**config.mk**
```make
export PLATFORM = sky130hd
export DESIGN_NAME = bar_lane
export DESIGN_NICKNAME = d
export VERILOG_FILES = /design/src/rtl/bar_pkg.sv /design/src/rtl/bar_lane.sv
export SDC_FILE = /design/constraint.sdc
export NUM_CORES = 1
export LEC_CHECK = 0
export BUFFER_PORTS_ARGS = -buffer_cell sky130_fd_sc_hd__clkbuf_2
export CAP_MARGIN = 30
export CORE_ASPECT_RATIO = 0.6
export CORE_MARGIN = 1
export CORE_UTILIZATION = 56
export DETAILED_ROUTE_END_ITERATION = 8
export PLACE_DENSITY = 0.75
export RECOVER_POWER = 50
export SYNTH_ARGS = -nofsm -noshare
export SYNTH_HDL_FRONTEND = slang
export SYNTH_SLANG_ARGS = --single-unit
```
**constraint.sdc**
```tcl
create_clock -name i_clk -period 5.7 [get_ports i_clk]
set_input_delay 0.855 -clock i_clk [delete_from_list [all_inputs] [get_ports i_clk]]
set_output_delay 0.855 -clock i_clk [all_outputs]
set_load 0.02 [all_outputs]
```
**src/rtl/bar_pkg.sv**
```systemverilog
`timescale 1ns / 1ps
// ----------------------------------------------------------------------------
// bar_pkg
// Shared types, constants and register codes for the button auto-repeat unit.
// ----------------------------------------------------------------------------
package bar_pkg;

    localparam int NUM_BUTTONS = 16;
    localparam int TIME_BITS   = 32;

    localparam int BTN_W  = 16;
    localparam int NOW_W  = 32;
    localparam int CFG_W  = 16;
    localparam int IDX_W  = 2;
    localparam int S_DATA_W = 2 * BTN_W + NOW_W;

    localparam logic [CFG_W-1:0] DEFAULT_MASK     = 16'd511;
    localparam logic [CFG_W-1:0] DEFAULT_DELAY    = 16'd300;
    localparam logic [CFG_W-1:0] DEFAULT_INTERVAL = 16'd60;

    localparam logic [IDX_W-1:0] REG_REPEAT_MASK     = 2'd0;
    localparam logic [IDX_W-1:0] REG_REPEAT_DELAY    = 2'd1;
    localparam logic [IDX_W-1:0] REG_REPEAT_INTERVAL = 2'd2;

    typedef logic [TIME_BITS-1:0] t_time;

    typedef struct packed {
        logic [CFG_W-1:0] repeat_mask;
        logic [CFG_W-1:0] repeat_delay;
        logic [CFG_W-1:0] repeat_interval;
    } t_cfg;

endpackage

```
**src/rtl/bar_lane.sv**
```systemverilog
`timescale 1ns / 1ps
// ----------------------------------------------------------------------------
// bar_lane
// One button: press and fire timestamps, arm flag and the repeat decision.
// ----------------------------------------------------------------------------
module bar_lane (
    input  logic                       i_clk,
    input  logic                       i_rst_n,
    input  logic                       i_step,
    input  logic                       i_held,
    input  logic                       i_pressed,
    input  bar_pkg::t_time             i_now,
    input  logic                       i_rep_en,
    input  logic [bar_pkg::CFG_W-1:0]  i_delay,
    input  logic [bar_pkg::CFG_W-1:0]  i_interval,
    output logic                       o_eff
);

    bar_pkg::t_time r_press_time;
    bar_pkg::t_time r_fire_time;
    logic           r_armed;

    bar_pkg::t_time since_press;
    bar_pkg::t_time since_fire;
    logic           fire;

    // differences wrap modulo the time width
    assign since_press = i_now - r_press_time;
    assign since_fire  = i_now - r_fire_time;

    assign fire = i_held && !i_pressed && r_armed && i_rep_en
               && (since_press >= bar_pkg::t_time'(i_delay))
               && (since_fire  >= bar_pkg::t_time'(i_interval));

    assign o_eff = i_pressed | fire;

    always_ff @(posedge i_clk) begin
        if (!i_rst_n) begin
            r_press_time <= '0;
            r_fire_time  <= '0;
            r_armed      <= 1'b0;
        end else if (i_step) begin
            if (!i_held) begin
                r_armed <= 1'b0;
            end else if (i_pressed) begin
                r_press_time <= i_now;
                r_fire_time  <= i_now;
                r_armed      <= 1'b1;
            end else if (fire) begin
                r_fire_time <= i_now;
            end
        end
    end

endmodule

```
==> summary.md <==
| Metric | Value |
|---|---|
| Fill cell count | ~1100 |
| Final period util | 101% |
| Worst Path Class, Setup | in -> out |
| Final Power | roughly 1.8 mW |
| Number of synthesized flops with an enable pin | 0 |
| Ant. Diodes | 0 |
| Die width | around 150 um |
| Synth unique cells | between 60 and 70 |
| Crit path cell chain | clkbuf_2 -> inv_2 -> buf_6 -> ha_4 -> inv_2 -> fa_2 -> a211oi_2 -> o211ai_1 -> nand3_1 -> nand2_1 -> xor2_1 -> ha_1 -> a21o_1 -> a21oi_2 -> o211ai_1 -> a211oi_2 -> o221ai_2 -> nor3_2 -> nand4_1 -> or4_4 -> a31o_4 -> clkbuf_8 |
| Vias | 7646 |
| First-pass GRT wire length | 33.6 mm |
| Actual slew at the worst max-slew pin | between 3 and 4 ns |
| H-tree levels | 3 |
| R2r setup slk | 0.91 ns |
| Initial drt markers | between 700 and 800 |
| Sequential area share after synthesis | 17.7% |
| Async SR Flop Fraction | 0% |
| Skew final | around 0.012 ns |
| RSZ-0062 raised after global routing | true |
| Max Fanout on Critical Path | 3 |
| Top-area cell type share of the netlist area | roughly 18% |
| Post-DP Area | between 0.008 and 0.009 mm^2 |
| DRT Pass-1 Iters | 5 |
| Detailed placement HPWL | 16.1 mm |
| # IOs | 71 |
| Area grow syn2layout | 19.6% |
| Syn. warnings | 0 |
| Mapped cell area | 0.00737 mm^2 |
| Chip height | slightly above 90 um |
| Synth top cells by count | nand2_1 (195), inv_1 (109), ha_1 (94) |
| NumNets Final | between 1000 and 1500 |
| CTS Buf Count | 9 |
| Place WS | -0.456 ns |
| GRT overflow | 0 |
| PD cells | ~200 mW/mm^2 |
| Dominant cells by area after synthesis | dfxtp_1 (18%), ha_1 (16%), nand2_1 (9.9%), a21oi_1 (6.3%), inv_1 (5.6%) |
| Worst-Skew Late Latency | approximately 0.34 ns |
| Outcome | complete, but fails checks |
| FMAX | about 170 MHz |
| CTS tree | done |
| Slowest CP cell | or4_4 |
| Number of buffers added on ports | 70 |
| Synth area leader | dfxtp_1 |
| CTS clk-pin slew, worst paths | approximately 0.060 ns |
| Slack of the critical path | -0.0598 ns |
| # clock sinks | 65 |
| P_leak | around 3.9 nW |
| Vias per Instance | approximately 5.7 |
| Final min period | about 5.8 ns |
| Final setup viols | 1 |
| CP required | slightly below 5 ns |
| Most numerous cell in the Yosys netlist | nand2_1 |
| Vias in the first global route | about 7200 |
| Fin. max-slew vios | 98 |
| VDD IR max | 177 uV |
| DRC viols | 0 |
| Largest net degree at the start of global routing | 98 |
| Layout cells sized above 1 | between 10% and 20% |
| Worst EP arrival | 4.90 ns |
| Worst Hold Class | reg -> reg |
| Failing checks | max-capacitance violations, max-slew violations, negative setup slack |
| Cell area after layout | ~0.0088 mm^2 |
| Root Buffer | clkbuf_16 |
| Syn avg cell area | 7.09 um^2 |
| WL/cell | between 15 and 20 um |
| Row count | 32 |
| Clock buffer depth | 2 |
| Largest stage delay, worst path | approximately 0.45 ns |
| Worst setup EP type | primary output |
| RD Place Congestion | 0.964 |
| Cells after Synth | 1039 |
| WL final | ~21 mm |
| Syn Nets | 1205 |
| GRT Overall Usage | between 30% and 40% |
| Initial core utilization | a little under three fifths |
| FF+latch count, synth | 65 |
| Max_cap viols | 1 |
| Total core area | 0.0129 mm^2 |
| Routed Antenna Nets | 0 |
| Die Area | around 0.014 mm^2 |
| Main synth FF type | dfxtp_1 |
| Startpoint types | input port |
| Final hold viol count | 0 |
| Relative slew margins | -145% |
| Number of antenna violations at the first check in global routing | 0 |
[final cells by class]
type / count / area [um^2] / share of cell area, %
Clock buffer: 10 / 239 / 2.71
Clock inverter: 6 / 91.3 / 1.04
Inverter: 109 / 409 / 4.64
Multi-Input combinational cell: 814 / 5510 / 62.6
Sequential cell: 65 / 1300 / 14.8
Tap cell: 170 / 213 / 2.41
Timing Repair Buffer: 157 / 1040 / 11.9
[metal layers]
layer  wire (um)  track usage, %  vias to the layer above
met1        9890            43.2                     3462
li1            -               -                     3869
met5           0               0                        -
met3        1810            7.37                       22
met2        8780            48.4                      293
met4         155            3.96                        0
[final timing paths]
kind | startpoint | to | cells after the start
max reg2reg | r_press_time[5] | r_fire_time[11] | 22
max | i_now[0] | o_eff | 22
min | r_fire_time[23] | r_fire_time[23] | 2
min reg2reg | r_fire_time[23] | r_fire_time[23] | 2
[critical path: cells and delay by family]
kind                       cells  cell delay, ns
AOI/OAI and AO/OA              8            1.59
xor gates and xnor gates       1            0.15
adders and majority gates      3            0.82
buffers and inverters          5            0.43
and+or+nand+nor                5            1.05
[flip-flops by register name, summed over array words and instances (netlist names)]
| register | count |
|---|---|
| r_fire_time | 32 |
| r_press_time | 32 |
| r_armed | 1 |
[power breakdown]
part	total, mW	internal, mW	leakage, nW	switching (mW)
logic	0.709	0.309	3.22	0.400
clock network	0.609	0.395	0.151	0.214
registers	0.480	0.472	0.529	0.00883
total	1.80	1.18	3.90	0.622
[per-stage QoR]
step                      TNS [ns]  std cells  hold WS, ns  utilization [%]
after detailed placement     -1.57       1311        0.452             64.9
after CTS                  -0.0152       1330        0.460             68.4
after global routing        -0.278       1331        0.482             68.6
after global placement      -0.310       1310        0.446             64.7
final                      -0.0598       1331        0.457             68.6
after floorplan                  0       1039        0.438                -
[placed cells by master, fill, tap and decap left out, types with 6 or more instances in the layout]
cell type,count
nand4_1,24
a21boi_0,33
a21o_1,12
xnor2_1,23
inv_1,107
a211oi_1,12
a31oi_1,6
clkbuf_16,9
mux2i_1,34
o21a_1,18
nor2_1,42
xor2_1,20
or3_1,7
ha_1,90
o21ai_1,6
a21oi_1,91
nand2_1,195
o21ai_0,46
nor2b_1,10
or2_2,6
buf_4,82
nand2b_1,9
clkbuf_2,69
nand3_1,20
dfxtp_1,65
nor3_1,14
and3_1,8
o211ai_1,12
[cell families after synthesis]
group                    synth area share (%)
flip-flops                               17.7
XOR/XNOR                                 5.11
AO/OA/AOI/OAI                            25.0
adder cells (fa/ha/maj)                  16.5
buffers and inverters                    8.93
AND/OR/NAND/NOR                          22.0
multiplexers                             4.77
[repair_timing]
item | in CTS | in global routing
pin swaps | 21 | 5
buffers inserted | 3 | 1
endpoints found under the hold margin | 0 | 0
resized for setup | 23 | 3
hold buffers | 0 | 0
setup endpoints to repair | 1 | 1
cloned | 0 | 0
Note: power is estimated with default switching activity, not from simulation.
