File: src/rtl/bar_pkg.sv
`timescale 1ns / 1ps
// ----------------------------------------------------------------------------
// bar_pkg
// Shared types, constants and register codes for the button auto-repeat unit.
// ----------------------------------------------------------------------------
package bar_pkg;

    localparam int NUM_BUTTONS = 16;
    localparam int TIME_BITS   = 32;

    localparam int BTN_W  = 16;
    localparam int NOW_W  = 32;
    localparam int CFG_W  = 16;
    localparam int IDX_W  = 2;
    localparam int S_DATA_W = 2 * BTN_W + NOW_W;

    localparam logic [CFG_W-1:0] DEFAULT_MASK     = 16'd511;
    localparam logic [CFG_W-1:0] DEFAULT_DELAY    = 16'd300;
    localparam logic [CFG_W-1:0] DEFAULT_INTERVAL = 16'd60;

    localparam logic [IDX_W-1:0] REG_REPEAT_MASK     = 2'd0;
    localparam logic [IDX_W-1:0] REG_REPEAT_DELAY    = 2'd1;
    localparam logic [IDX_W-1:0] REG_REPEAT_INTERVAL = 2'd2;

    typedef logic [TIME_BITS-1:0] t_time;

    typedef struct packed {
        logic [CFG_W-1:0] repeat_mask;
        logic [CFG_W-1:0] repeat_delay;
        logic [CFG_W-1:0] repeat_interval;
    } t_cfg;

endpackage

File: src/rtl/bar_cfg_regs.sv
`timescale 1ns / 1ps
// ----------------------------------------------------------------------------
// bar_cfg_regs
// Write-only configuration registers: repeat mask, delay and interval.
// ----------------------------------------------------------------------------
module bar_cfg_regs (
    input  logic                       i_clk,
    input  logic                       i_rst_n,
    input  logic                       i_cfg_we,
    input  logic [bar_pkg::IDX_W-1:0]  i_cfg_idx,
    input  logic [bar_pkg::CFG_W-1:0]  i_cfg_wdata,
    output bar_pkg::t_cfg              o_cfg
);

    bar_pkg::t_cfg r_cfg;

    always_ff @(posedge i_clk) begin
        if (!i_rst_n) begin
            r_cfg.repeat_mask     <= bar_pkg::DEFAULT_MASK;
            r_cfg.repeat_delay    <= bar_pkg::DEFAULT_DELAY;
            r_cfg.repeat_interval <= bar_pkg::DEFAULT_INTERVAL;
        end else if (i_cfg_we) begin
            unique case (i_cfg_idx)
                bar_pkg::REG_REPEAT_MASK:     r_cfg.repeat_mask     <= i_cfg_wdata;
                bar_pkg::REG_REPEAT_DELAY:    r_cfg.repeat_delay    <= i_cfg_wdata;
                bar_pkg::REG_REPEAT_INTERVAL: r_cfg.repeat_interval <= i_cfg_wdata;
                default: ;
            endcase
        end
    end

    assign o_cfg = r_cfg;

endmodule

File: config.mk
export PLATFORM = sky130hd
export DESIGN_NAME = bar_cfg_regs
export DESIGN_NICKNAME = d
export VERILOG_FILES = /design/src/rtl/bar_pkg.sv /design/src/rtl/bar_cfg_regs.sv
export SDC_FILE = /design/constraint.sdc
export NUM_CORES = 1
export LEC_CHECK = 0
export BUFFER_PORTS_ARGS = -buffer_cell sky130_fd_sc_hd__buf_2
export CAP_MARGIN = 30
export CORE_UTILIZATION = 52
export DETAILED_ROUTE_END_ITERATION = 10
export PLACE_DENSITY = 0.93
export SYNTH_ARGS = -nofsm -noshare
export SYNTH_HDL_FRONTEND = slang
export SYNTH_SLANG_ARGS = --single-unit
File: constraint.sdc
create_clock -name i_clk -period 1.8 [get_ports i_clk]
set_clock_uncertainty 0.1 [all_clocks]
set_input_delay 0.09 -clock i_clk [delete_from_list [all_inputs] [get_ports i_clk]]
set_output_delay 0.09 -clock i_clk [all_outputs]
set_load 0.02 [all_outputs]
==> results of run 1 <==
-- through the flow --
| step | cells | worst slack (ps) |
|---|---|---|
| 4_1_cts | 314 | 453 |
| 5_1_grt | 314 | 387 |
| 3_5_place_dp | 289 | 538 |
| 6_report | 314 | 450 |
| 3_3_place_gp | 289 | 619 |
| 2_1_floorplan | 182 | 916 |
-- cell families after synthesis --
| kind of cell | synth area share |
|---|---|
| flops | 0.509 |
| buf+inv | 0.0523 |
| compound gates | 0.0159 |
| mux | 0.233 |
| simple gates | 0.190 |
-- what timing repair did --
| item | 4_1_cts | 5_1_grt |
|---|---|---|
| hold buffers | 17 | 0 |
| endpoints found under the hold margin | 47 | 0 |
| endpoints found under the setup margin | 0 | 0 |
| buffers inserted | 0 | 0 |
-- routing by layer --
layer | part of all wire | wire [um]
met1 | 0.43 | 1800
met2 | 0.49 | 2030
met3 | 0.047 | 196
met4 | 0.034 | 143
met5 | 0 | 0
-- power by group --
group | internal (mW) | switching (mW) | total (mW)
logic | 0.123 | 0.154 | 0.277
clock network | 0.291 | 0.324 | 0.615
registers | 1.10 | 0.0190 | 1.12
-- cell usage after synthesis --
cell type,instances
and3b_1,1
nand3b_1,2
nor3b_2,1
inv_1,4
nand2_1,44
buf_2,4
clkbuf_1,3
buf_4,2
dfxtp_1,48
buf_6,2
buf_8,1
nor2b_1,18
nand4bb_1,4
o211ai_1,4
mux2i_1,44
-- path summary, 6_finish.rpt --
check / from / to / slack (ps) / cells after the start
max: i_cfg_we / o_cfg[44] / 450 / 5
min: i_cfg_idx[1] / o_cfg[33] / 70 / 3
max reg2reg: o_cfg[3] / o_cfg[3] / 1050 / 2
min reg2reg: o_cfg[15] / o_cfg[15] / 370 / 2
-- final cells by class --
type,instances,area share
Timing Repair Buffer,90,0.224
Clock buffer,6,0.0165
Sequential cell,48,0.383
Tap cell,46,0.0230
Inverter,4,0.00599
Clock inverter,2,0.0140
Multi-Input combinational cell,118,0.334
-- worst max-delay path: stages --
cell and delay (ps):
dlygate4sd3_1 520, buf_2 190, nor3b_4 200, buf_4 310, mux2i_1 230
-- placed cells by master (no fill, tap or decap), drive strengths merged, types with 4 or more instances in the layout --
cell type    count
buf             73
dfxtp           48
nor2b           18
inv              4
nand4bb          4
o211ai           4
mux2i           44
clkbuf           6
dlygate4sd3     17
nand2           44
==> results by group, run 1 <==
Status
  – Status: finished clean

Drt
  – Wire length per cell: between 10 and 15 um
  – Drt first pass iters: 4
  – Wirelength, routed: 4160 um
  – DR vias/cell: between 4 and 5
  – DRC Markers: 0
  – Via count: 1561
  – Final antenna-violating net count: 0
  – Initial DRC Count: 86

Global route
  – Vias in the first global route: 1530
  – Met3 Use GR: 0.0625
  – First-pass GRT wire length: a little under 7000 um
  – GR Layer Usage met1: 0.275
  – Top Usage Layer GRT: met2
  – Met2 Use GR: 0.372
  – Overflow after GRT: 0
  – Initial antenna violation count: 0
  – Largest net degree at the start of global routing: 39
  – Global Route Usage Sum: 0.227

Finish
  – FF/Latch Area: a little under 1000 sq um
  – Fraction of layout cells with a size suffix above 1: 0.302
  – Synth-to-Final Area Change: 32.6%
  – Total Nets Final: 288
  – Max reg flops: 48
  – Area of the multi-input gates: about 840 sq um
  – Core Util, Final: 0.734
  – # fillers: 264
  – Antenna Cells: 0
  – Design area: 2510 sq um

Power and ir drop
  – Maximum vdd ir drop: 0.000630 V
  – Total Power: 2.01 mW
  – Lkg Pwr: 1.22 nW
  – Pwr Density: 803 nW/um^2

Synthesis
  – FF+latch count, synth: 48
  – Synth area leader: dfxtp_1
  – Share of the synthesized area in the top cell type: 0.509
  – Syn avg cell area: about 10 sq um
  – Distinct cell type count after synthesis: 15
  – Syn nets: 203
  – Syn Inst Count: 182
  – Warnings from Yosys: 0
  – Synth Cell Area: between 1500 and 2000 sq um
  – Seq/Total Area, Yosys: 0.509
  – Largest cells by area after synthesis: dfxtp_1 51%, mux2i_1 23%, nand2_1 8.7%

Setup path
  – Worst EP arrival: 1540 ps
  – Critical Path RT: 1990 ps
  – Critical Path Start Type: input port
  – CP Capture Type: flip-flop
  – Crit path kind: input port to flip-flop
  – CP max FO: 16

STA
  – Slew @ Worst Pin: 570 ps
  – Max-slew headroom: 0.620
  – RSZ-0062 raised after global routing: false
  – Max Freq: ~0.74 GHz
  – Final Hold Vio Count: 0
  – Crit share post-route: 0.750
  – Slew Viols, Final: 0
  – Setup TNS: 0 ps
  – Post-layout minimum cycle time: around 1300 ps
  – WHS: 65.8 ps
  – Final setup vio count: 0

Place
  – Final GP Congestion: 0.747
  – PortBufs: 68
  – Cell area after placement: 2260 sq um
  – Post-DP HPWL: 2700 um

Clock tree
  – CTS tree: built
  – CTS sink cnt: 48
  – Num CTS Buffers: 5
  – Clock-pin slew on the worst setup and hold paths: between 100 and 150 ps
  – Skew-Pair Late Insertion Delay: about 360 ps
  – Clock Path Buffers: 2
  – Clk root buf: clkbuf_4
  – Post-CTS Resized: 0
  – H-tree lvl count: 2

Die
  – Chip Height: 62.3 um
  – Die area: about 3900 sq um
  – Number of core rows: 21
  – Die width: 62.3 um
  – Core area: ~3400 sq um
  – Starting Density: 0.553
  – IO Count: 69

Run
  – Max cap viols: 0

Hold path
  – Hold crit path type: input port to flip-flop
No activity file was read; power rests on OpenSTA's default activity.
==> run 2, diff against run 1 <==
ABC_AREA = 1   (was unset)
CORE_UTILIZATION = 49   (was 52)
PLACE_DENSITY = 0.89   (was 0.93)
clock period = 1.3 ns   (was 1.8 ns; I/O delays follow)
==> results by group, run 2 <==
Place
  – Final GP Congestion: 0.775
  – Cell area after placement: 2310 sq um
  – PortBufs: 68
  – Dpl ws: approximately 110 ps
  – Post-DP HPWL: 3100 um

STA
  – Setup TNS: 0 ps
  – Slew @ Worst Pin: 356 ps
  – Post-route setup slack: 302 ps
  – Final setup vio count: 0
  – Final Hold Vio Count: 0
  – RSZ-0062 raised after global routing: false
  – Slew Viols, Final: 0
  – Crit share post-route: 0.767
  – Max Freq: between 1 and 1.5 GHz
  – Max-slew headroom: 0.763
  – Post-layout minimum cycle time: 998 ps

Finish
  – Max reg flops: 48
  – Antenna Cells: 0
  – Total Nets Final: 377
  – Most frequent cells in the layout: 78 x nand2_1, 68 x buf_2, 55 x nor2_1, 48 x dfxtp_1, 33 x nand3_1
  – Most common cell after layout, fill and taps aside: nand2_1
  – Synth-to-Final Area Change: 30.2%
  – Design area: 2560 sq um
  – Fraction of layout cells with a size suffix above 1: 0.238

Synthesis
  – Syn Inst Count: 277
  – Async SR Flop Fraction: 0
  – Warnings from Yosys: 0
  – Synth cell count leaders: 78 x nand2_1, 55 x nor2_1, 48 x dfxtp_1, 33 x nand3_1, 31 x inv_1
  – Syn avg cell area: slightly above 7 sq um
  – Synth area leader: dfxtp_1
  – Share of the synthesized area in the top cell type: 0.488
  – Most numerous cell in the Yosys netlist: nand2_1
  – Post-synth EDFFs: 0
  – Synth Cell Area: 1970 sq um
  – Post-synth top flop: dfxtp_1
  – Largest cells by area after synthesis: dfxtp_1 49%, nand2_1 15%, nor2_1 10%
  – Seq/Total Area, Yosys: 0.488
  – Distinct cell type count after synthesis: 15
  – Syn nets: 298
  – FF+latch count, synth: 48

Setup path
  – WP buf/inv: 1
  – Slowest stage delay, CP: 360 ps
  – Top delay family on crit path: flip-flops
  – Crit-path slowest cell: dfxtp_1
  – Crit path kind: flip-flop to output port
  – Critical path cell sequence: buf_2
  – Critical Path RT: 1130 ps
  – Worst EP arrival: 830 ps
  – CP max FO: 2
  – CP Capture Type: output port
  – Critical Path Start Type: flip-flop

Clock tree
  – Post-CTS Resized: 0
  – CTS sink cnt: 48
  – Post-CTS setup repair buffer count: 0
  – H-tree lvl count: 2
  – Num CTS Buffers: 5
  – Clk root buf: clkbuf_8
  – Clock-pin slew on the worst setup and hold paths: 90 ps
  – Cts-stage hold buffer count: 16
  – Clock Path Buffers: 2
  – CTS tree: built
  – Skew-Pair Late Insertion Delay: 300 ps

Drt
  – Wirelength, routed: approximately 4600 um
  – Via count: 1916
  – Met3 wire len: approximately 260 um
  – Final antenna-violating net count: 0
  – Drt first pass iters: 4
  – M1 WL: 1960 um
  – Initial DRC Count: 130
  – DR WL met2: 2310 um
  – Wire length per cell: 11.4 um
  – DR vias/cell: 4.73
  – DRC Markers: 0
  – Max layer used: met4

Die
  – IO Count: 69
  – Chip Height: 65.4 um
  – Die width: 65.4 um
  – Die area: 4270 sq um
  – Starting Density: 0.526
  – Number of core rows: 22
  – Core area: around 3700 sq um

Global route
  – Overflow after GRT: 0
  – Global Route Usage Sum: 0.231
  – Vias in the first global route: 1769
  – Initial antenna violation count: 0
  – First-pass GRT wire length: 7600 um
  – Largest net degree at the start of global routing: 37

Hold path
  – Hold crit path type: input port to flip-flop

Power and ir drop
  – Lkg Pwr: 1.41 nW
  – Maximum vdd ir drop: 0.000828 V
  – Pwr Density: 1170 nW/um^2

Run
  – Max cap viols: 0

Status
  – Status: finished clean
run 2: worst paths after layout:
| check | startpoint | end | slack (ps) | cells past startpoint |
|---|---|---|---|---|
| min | i_rst_n | o_cfg[25] | 20 | 3 |
| max | o_cfg[4] | o_cfg[4] | 300 | 1 |
| max reg2reg | o_cfg[0] | o_cfg[0] | 520 | 4 |
| min reg2reg | o_cfg[40] | o_cfg[40] | 360 | 2 |
run 2: cell type report:
| type | instances | area (sq um) |
|---|---|---|
| clock buffer | 6 | 82.6 |
| clock inverter | 2 | 10.0 |
| fill | 346 | 1180 |
| inverter | 33 | 124 |
| multi-input combinational | 181 | 777 |
| sequential | 48 | 961 |
| tap | 48 | 60.1 |
| timing repair buffer | 87 | 548 |
run 2: logic make-up (layout without fill, tap and decap cells):
| kind of cell | after synthesis | in the layout | share of synthesized area |
|---|---|---|---|
| simple gates | 174 | 174 | 0.377 |
| flops | 48 | 48 | 0.488 |
| buf+inv | 48 | 128 | 0.117 |
| compound gates | 7 | 7 | 0.0178 |
run 2: where the power goes:
part	internal, mW	leakage, nW	switching (mW)	total (mW)
combinational	0.188	0.961	0.317	0.505
clock	0.425	0.0510	0.475	0.900
sequential	1.55	0.394	0.0387	1.59
run 2: stage by stage:
stage | utilization | total power [mW] | cells | hold WS [ps]
after floorplan | - | 1.92 | 277 | 78.2
after global placement | 0.617 | 2.07 | 381 | 212
after detailed placement | 0.617 | 2.08 | 381 | 216
after CTS | 0.684 | 3.01 | 405 | 11.7
after global routing | 0.684 | 3.12 | 405 | 37.3
final | 0.684 | 2.99 | 405 | 22.5
run 2: layer usage:
metal  global-route usage  vias up
met5                    0        -
met3               0.0434       11
met1                0.266      839
met4               0.0978        0
li1                     -      999
met2                0.412       67
==> run 3, diff against run 2 <==
CORE_UTILIZATION = 44   (was 49)
PLACE_DENSITY = 0.85   (was 0.89)
clock period = 0.8 ns   (was 1.3 ns; I/O delays follow)
==> results by group, run 3 (same netlist as run 2, synthesis figures left out) <==
STA
  – Crit share post-route: 1.15
  – RSZ-0062 raised after global routing: true
  – Slew @ Worst Pin: 212 ps
  – Post-layout minimum cycle time: 918 ps
  – WHS: -109 ps
  – Final setup vio count: 52
  – Max-slew headroom: 0.859
  – Post-route setup slack: -118 ps
  – Final Hold Vio Count: 11
  – Slew Viols, Final: 0
  – Max Freq: 1.09 GHz

Clock tree
  – CTS sink cnt: 48
  – Num CTS Buffers: 5
  – CTS tree: built
  – Clk root buf: clkbuf_8
  – Clock Path Buffers: 2
  – H-tree lvl count: 2
  – Clock-pin slew on the worst setup and hold paths: 90 ps
  – Skew-Pair Late Insertion Delay: 300 ps

Setup path
  – Worst EP arrival: 780 ps
  – R2r startpoint: o_cfg[10]
  – WP buf/inv: 1
  – CP max FO: 2
  – Crit path kind: flip-flop to output port
  – Slowest stage delay, CP: 360 ps
  – Worst Setup SP: o_cfg[36]
  – Crit-path slowest cell: dfxtp_2
  – Critical Path Start Type: flip-flop
  – Top delay family on crit path: flip-flops
  – CP Capture Type: output port
  – Critical Path RT: 660 ps
  – Critical path cell sequence: buf_6

Die
  – Die area: about 4700 sq um
  – Number of core rows: 23
  – Die width: 68.9 um
  – Chip Height: 68.9 um
  – Starting Density: 0.475
  – Core area: between 4000 and 5000 sq um
  – IO Count: 69

Finish
  – Most frequent cells in the layout: 72 x nand2_1, 54 x nor2_1, 53 x buf_6, 48 x dfxtp_2, 31 x nand3_1
  – Core Util, Final: 0.759
  – Synth-to-Final Area Change: 59.9%
  – Total Nets Final: roughly 390
  – Fraction of layout cells with a size suffix above 1: 0.429
  – Most common cell after layout, fill and taps aside: nand2_1
  – Design area: 3150 sq um
  – Max reg flops: 48
  – Antenna Cells: 0

Global route
  – Vias in the first global route: roughly 1800
  – Overflow after GRT: 0
  – First-pass GRT wire length: 8060 um
  – Global Route Usage Sum: 0.235
  – Largest net degree at the start of global routing: 41
  – Initial antenna violation count: 0

Hold path
  – Hold path startpoint: i_cfg_wdata[10]
  – Hold crit path type: input port to flip-flop

Drt
  – DRC Markers: 0
  – Via count: 1982
  – Wire length per cell: 12.7 um
  – Wirelength, routed: 5300 um
  – Initial DRC Count: 158
  – Final antenna-violating net count: 0
  – Drt first pass iters: 4
  – DR vias/cell: 4.76

Status
  – Failing checks: negative hold slack, negative setup slack
  – Status: finished with violations

Place
  – Final GP Congestion: about 0.75
  – Post-DP HPWL: between 3000 and 4000 um
  – Cell area after placement: 2460 sq um
  – PortBufs: 68

Power and ir drop
  – Total Power: 5.62 mW
  – Lkg Pwr: 1.59 nW
  – Maximum vdd ir drop: 0.00118 V
  – Pwr Density: 1780 nW/um^2

Run
  – Max cap viols: 0
[run 3: cell count changes in the layout (fill, tap and decap cells not counted), moves of 3 or more]
cell,before,now
dfxtp_2,0,48
nand2_2,0,6
buf_12,2,6
inv_1,31,28
buf_2,68,12
dfxtp_1,48,0
nand2_1,78,72
buf_4,1,11
buf_6,0,53
[run 3: power breakdown]
group          internal (mW)  total [mW]  switching (mW)
combinational          0.522        1.08           0.555
sequential              2.54        2.63          0.0919
clock                   1.10        1.91           0.806
total                   4.16        5.62            1.45
[run 3: cell type report]
type                    instances  area (sq um)
flip-flops and latches         48          1020
repair buffers                 96          1000
fillers                       306           997
multi-input cells             181           808
inverters                      33           129
clock buffers                   7          96.3
well taps                      50          62.6
clock inverters                 1          30.0
[run 3: worst register-to-register path: stages (launching register included)]
cell	delay, ps
dfxtp_2	350
buf_6	100
inv_2	30
nand2_2	30
nand2_1	40
nor2_1	130
[run 3: final timing paths]
path / to / slack, ps / cells after the start
max: o_cfg[36] / -120 / 1
min: o_cfg[26] / -110 / 3
max reg2reg: o_cfg[10] / -50 / 5
min reg2reg: o_cfg[4] / 370 / 2
[run 3: through the flow]
step	TNS, ps	hold slack (ps)	setup slack, ps	std cells
final	-4950	-109	-118	416
after global routing	-6680	-77.6	-146	416
after detailed placement	-4760	200	-132	394
after global placement	-3730	195	-99.2	394
after CTS	-5390	16.3	-118	421
after floorplan	-8.29	53.2	-6.16	277
[run 3: per-layer routing]
metal / track usage / up-vias / wire length [um]
met5: 0 / - / 0
met4: 0.0612 / 0 / 55
met3: 0.0740 / 5 / 331
met2: 0.460 / 63 / 2880
met1: 0.234 / 900 / 2030
li1: - / 1014 / -
[run 3: timing repair]
item | 4_1_cts | 5_1_grt
setup buffers | 3 | 5
resized for setup | 135 | 15
endpoints found under the hold margin | 48 | 14
pin swaps | 1 | 3
hold buffers | 16 | 5
setup endpoints to repair | 48 | 81
